[src/design/dprm_pkg.sv]
// dprm_pkg: shared types, widths and constants of the debounced press rate meter.
// Used by every module of the block and by its port checker.
// No dependencies.
package dprm_pkg;

    localparam int LOG_DEPTH = 256;
    localparam int LOG_AW    = $clog2(LOG_DEPTH);
    localparam int FILL_W    = $clog2(LOG_DEPTH + 1);

    localparam int TS_W      = 63;
    localparam int OP_W      = TS_W + 1;
    localparam int REG_W     = 40;
    localparam int RATE_W    = 9;
    localparam int ST_W      = 2;
    localparam int BTN_W     = 1;
    localparam int CODE_W    = 2;
    localparam int IDX_W     = 1;

    localparam int S_TDATA_W = 64;
    localparam int M_TDATA_W = 16;

    localparam logic [REG_W-1:0]  DEBOUNCE_RST = REG_W'(64'd200000000);
    localparam logic [REG_W-1:0]  WINDOW_RST   = REG_W'(64'd10000000000);
    localparam logic [RATE_W-1:0] RATE_MAX     = '1;

    typedef enum logic [ST_W-1:0] {
        ST_ACCEPT = 2'd0,
        ST_BOUNCE = 2'd1,
        ST_SAME   = 2'd2
    } status_t;

    typedef enum logic [IDX_W-1:0] {
        REG_DEBOUNCE = 1'b0,
        REG_WINDOW   = 1'b1
    } reg_idx_t;

    // log memory access, sequencer to RAM
    typedef struct packed {
        logic              we;
        logic [LOG_AW-1:0] waddr;
        logic [TS_W-1:0]   wdata;
        logic              re;
        logic [LOG_AW-1:0] raddr;
    } ram_req_t;

endpackage

[src/design/dprm_sub_unit.sv]
// dprm_sub_unit: shared subtract/compare unit, a - b and a >= b (unsigned).
// Depends on dprm_pkg.
module dprm_sub_unit
    import dprm_pkg::*;
(
    input  logic [OP_W-1:0] op_a,
    input  logic [OP_W-1:0] op_b,
    output logic [OP_W-1:0] diff,
    output logic            ge
);

    logic [OP_W:0] wide;

    assign wide = {1'b0, op_a} - {1'b0, op_b};
    assign diff = wide[OP_W-1:0];
    assign ge   = ~wide[OP_W];

endmodule

[config.mk]
export PLATFORM = sky130hd
export DESIGN_NAME = dprm_sub_unit
export DESIGN_NICKNAME = d
export VERILOG_FILES = /design/src/design/dprm_pkg.sv /design/src/design/dprm_sub_unit.sv
export SDC_FILE = /design/constraint.sdc
export NUM_CORES = 1
export LEC_CHECK = 0
export ABC_CLOCK_PERIOD_IN_PS = 5180
export BUFFER_PORTS_ARGS = -buffer_cell sky130_fd_sc_hd__buf_4
export CORE_ASPECT_RATIO = 1.2
export CORE_UTILIZATION = 53
export DETAILED_ROUTE_END_ITERATION = 6
export GPL_ROUTABILITY_DRIVEN = 0
export PLACE_DENSITY = 0.95
export SLEW_MARGIN = 15
export SYNTH_ARGS = -nofsm -noshare
export SYNTH_HDL_FRONTEND = slang
export SYNTH_SLANG_ARGS = --single-unit
[constraint.sdc]
create_clock -name vclk -period 5.18
set_input_delay 0.518 -clock vclk [all_inputs]
set_output_delay 0.518 -clock vclk [all_outputs]
set_load 0.01 [all_outputs]
==> run_results.csv <==
group,metric,value,unit
logic_synthesis,synth_compound_area_frac,0.337,
logic_synthesis,synth-xor-area-share,0.133,
final_layout,multiInputGateArea,3570,um2
logic_synthesis,yosysWarnings,0,
worst_setup_path,cp-startpoint,"op_a[0]",
floorplan,boundaryPins,193,
power,ir_drop,0.000102,V
min_path,hold_path_class,"in2out",
global_routing,grt_pass1_vias,4991,
outcome,outcome,"finished, final reports clean",
timing,tightest_slew,0.561,ns
final_layout,antennaDiodeCount,0,
logic_synthesis,synth_area,4020,um2
worst_setup_path,max_stage_delay,0.53,ns
global_routing,grt_pass1_wl,21300,um
timing,fin_setup_tns,0,ns
clock_network,cts_setup_buffers,0,
detailed_routing,postRouteAntennaNets,0,
worst_setup_path,critPathMaxFanout,3,
logic_synthesis,synthMuxAreaShare,0,
logic_synthesis,synthSimpleGateAreaFrac,0.215,
logic_synthesis,yosysSeqAreaShare,0,
logic_synthesis,ys_types,58,
timing,fin_crit_sh,0.776,
final_layout,drive_gt1_frac,0.269,
clock_network,holdBufCountCts,0,
job,max_cap_viol_count,0,
worst_setup_path,slowest_stage,"o41ai_2",
worst_setup_path,crit_type,"in2out",
timing,setup_violations,0,
clock_network,cts_resized,0,
final_layout,area_growth,35.6,%
detailed_routing,routed_via_density,5.93,
timing,max_freq,0.249,GHz
power,power.density,153,nW/um2
detailed_routing,first_pass_iters,5,
logic_synthesis,synth_nets,816,
worst_setup_path,crit_path_end_kind,"output pin",
logic_synthesis,netlist_top_cells_area,"ha_1, a21oi_1, xnor2_1, inv_1, a21o_1",
detailed_routing,drcViolationCount,0,
detailed_routing,detail_route.wl_per_cell,14.8,um
final_layout,layout.nets,980,
logic_synthesis,synth_top_family_by_area,"compound AO/OA/AOI/OAI gates",
worst_setup_path,worstPathArrival,3.50,ns
logic_synthesis,synth_top_area_cell,"ha_1",
worst_setup_path,critPathBufInv,3,
place,dp.final_hpwl,11100,um
final_layout,fin_util,0.748,
final_layout,seq_cell_count,0,
floorplan,die_area,7930,um2
logic_synthesis,synth_cells,623,
worst_setup_path,critical-path-top-delay-family,"compound AO/OA/AOI/OAI gates",
global_routing,overflow,0,
detailed_routing,wl,13000,um
worst_setup_path,required,4.66,ns
global_routing,antenna_found_initial,0,
final_layout,n_clock_buffer,0,
logic_synthesis,synthAdderAreaFrac,0.204,
floorplan,coreArea,7270,um2
detailed_routing,via_count,5187,
timing,slew_violations,0,
min_path,hold_path_depth,4,
logic_synthesis,syn_area_per_cell,6.44,um2
floorplan,start_util,0.552,
min_path,hold_end,"diff[0]",
power,power,0.000834,W
worst_setup_path,cp-start-kind,"primary input",
global_routing,grt_max_degree,11,
worst_setup_path,crit_chain,"buf_4 -> inv_1 -> ha_1 -> fa_1 -> nand2b_1 -> a21o_1 -> a31oi_4 -> o211ai_1 -> a21oi_2 -> o21ai_2 -> o41ai_2 -> a21boi_2 -> o21ai_2 -> xor2_1 -> buf_4",
timing,relSlewSlack,0.621,
floorplan,dieHeight,97.3,um
final_layout,seqCellArea,0,um2
min_path,hp-start,"op_b[0]",
detailed_routing,drtIter0Drc,341,
timing,final.min_clock_period,4.02,ns
timing,hold_viol,0,
place,port_buffers,193,
timing,rsz0062_at_grt,"no",
logic_synthesis,synth_top_area_frac,0.199,
global_routing,track_usage,0.322,
floorplan,rows,34,
final_layout,num-fill-cells,532,
floorplan,die_w,81.5,um
power,p_leak,2.91,nW
-- worst min-delay path, cell delays in order --
cell and delay [ns]:
buf_4 0.08, ha_1 0.11, inv_1 0.04, buf_4 0.13
-- cell usage after synthesis (all sizes together), types with 2 or more instances --
cell type,number
a211oi,3
a21boi,5
a21o,30
a21oi,75
a221oi,3
a22oi,3
a31oi,11
and2,4
and3,6
buf,7
clkbuf,24
ha,64
inv,82
nand2,56
nand2b,8
nand3,13
nand4,25
nor2,42
nor2b,7
nor3,11
o2111ai,2
o211ai,5
o21a,5
o21ai,38
o21bai,11
o22ai,2
o41ai,2
or3,2
or4,3
xnor2,40
xor2,21
-- kinds of logic after synthesis --
group | count (synthesis)
buffers and inverters | 113
xor gates and xnor gates | 61
adders and majority gates | 65
and+or+nand+nor | 179
AOI/OAI and AO/OA | 205
-- routing by layer --
| layer | wire (um) | track usage | part of all wire |
|---|---|---|---|
| met3 | 1000 | 0.0376 | 0.077 |
| met4 | 600 | 0.150 | 0.046 |
| met1 | 4940 | 0.364 | 0.38 |
| met2 | 6460 | 0.579 | 0.50 |
| met5 | 0 | 0 | 0 |
-- cell type report --
class / count / area share
Timing Repair Buffer: 193 / 0.266
Inverter: 82 / 0.0565
Tap cell: 90 / 0.0207
Multi-Input combinational cell: 510 / 0.657
-- how the worst max path moves through the flow --
stage,endpoint,depth (start not counted)
4_1_cts,diff[58],15
2_1_floorplan,diff[54],13
6_report,diff[58],15
3_5_place_dp,diff[58],15
3_3_place_gp,diff[58],15
5_1_grt,diff[58],15
-- through the flow --
step	cell area (um2)	hold slack, ns	setup WS [ns]	std cells
2_1_floorplan	4020	1.18	1.65	623
3_3_place_gp	5440	1.38	1.33	875
3_5_place_dp	5440	1.40	1.25	875
4_1_cts	5440	1.40	1.22	875
5_1_grt	5440	1.42	0.975	875
6_report	5440	1.40	1.16	875
-- cell usage in the layout (no fill, tap or decap), types with 2 or more instances in the layout --
cell type	Yosys	routed
nor3_1	10	10
o211ai_1	5	5
o22ai_1	2	2
a211oi_1	3	3
and2_1	4	4
a21boi_2	2	2
a31oi_1	10	10
o21ai_1	9	9
nand2_1	55	55
a21o_1	30	30
nand2b_1	8	8
buf_4	0	193
a21boi_1	2	2
xor2_1	21	21
nor2b_1	7	7
o21bai_1	10	10
a21oi_1	71	71
ha_1	64	64
or4_1	3	3
nor2_1	42	42
o21ai_0	25	25
and3_1	6	6
nand4_1	25	25
a21oi_2	3	3
a22oi_1	3	3
nand3_1	13	13
xnor2_1	40	40
a221oi_1	2	2
o21a_1	5	5
or3_1	2	2
o21ai_2	4	4
o2111ai_1	2	2
inv_1	82	82
-- power breakdown --
part	internal (W)	switching [W]
clock network	0	0
logic	0.000400	0.000434
registers	0	0
Note: power is estimated with default switching activity, not from simulation.
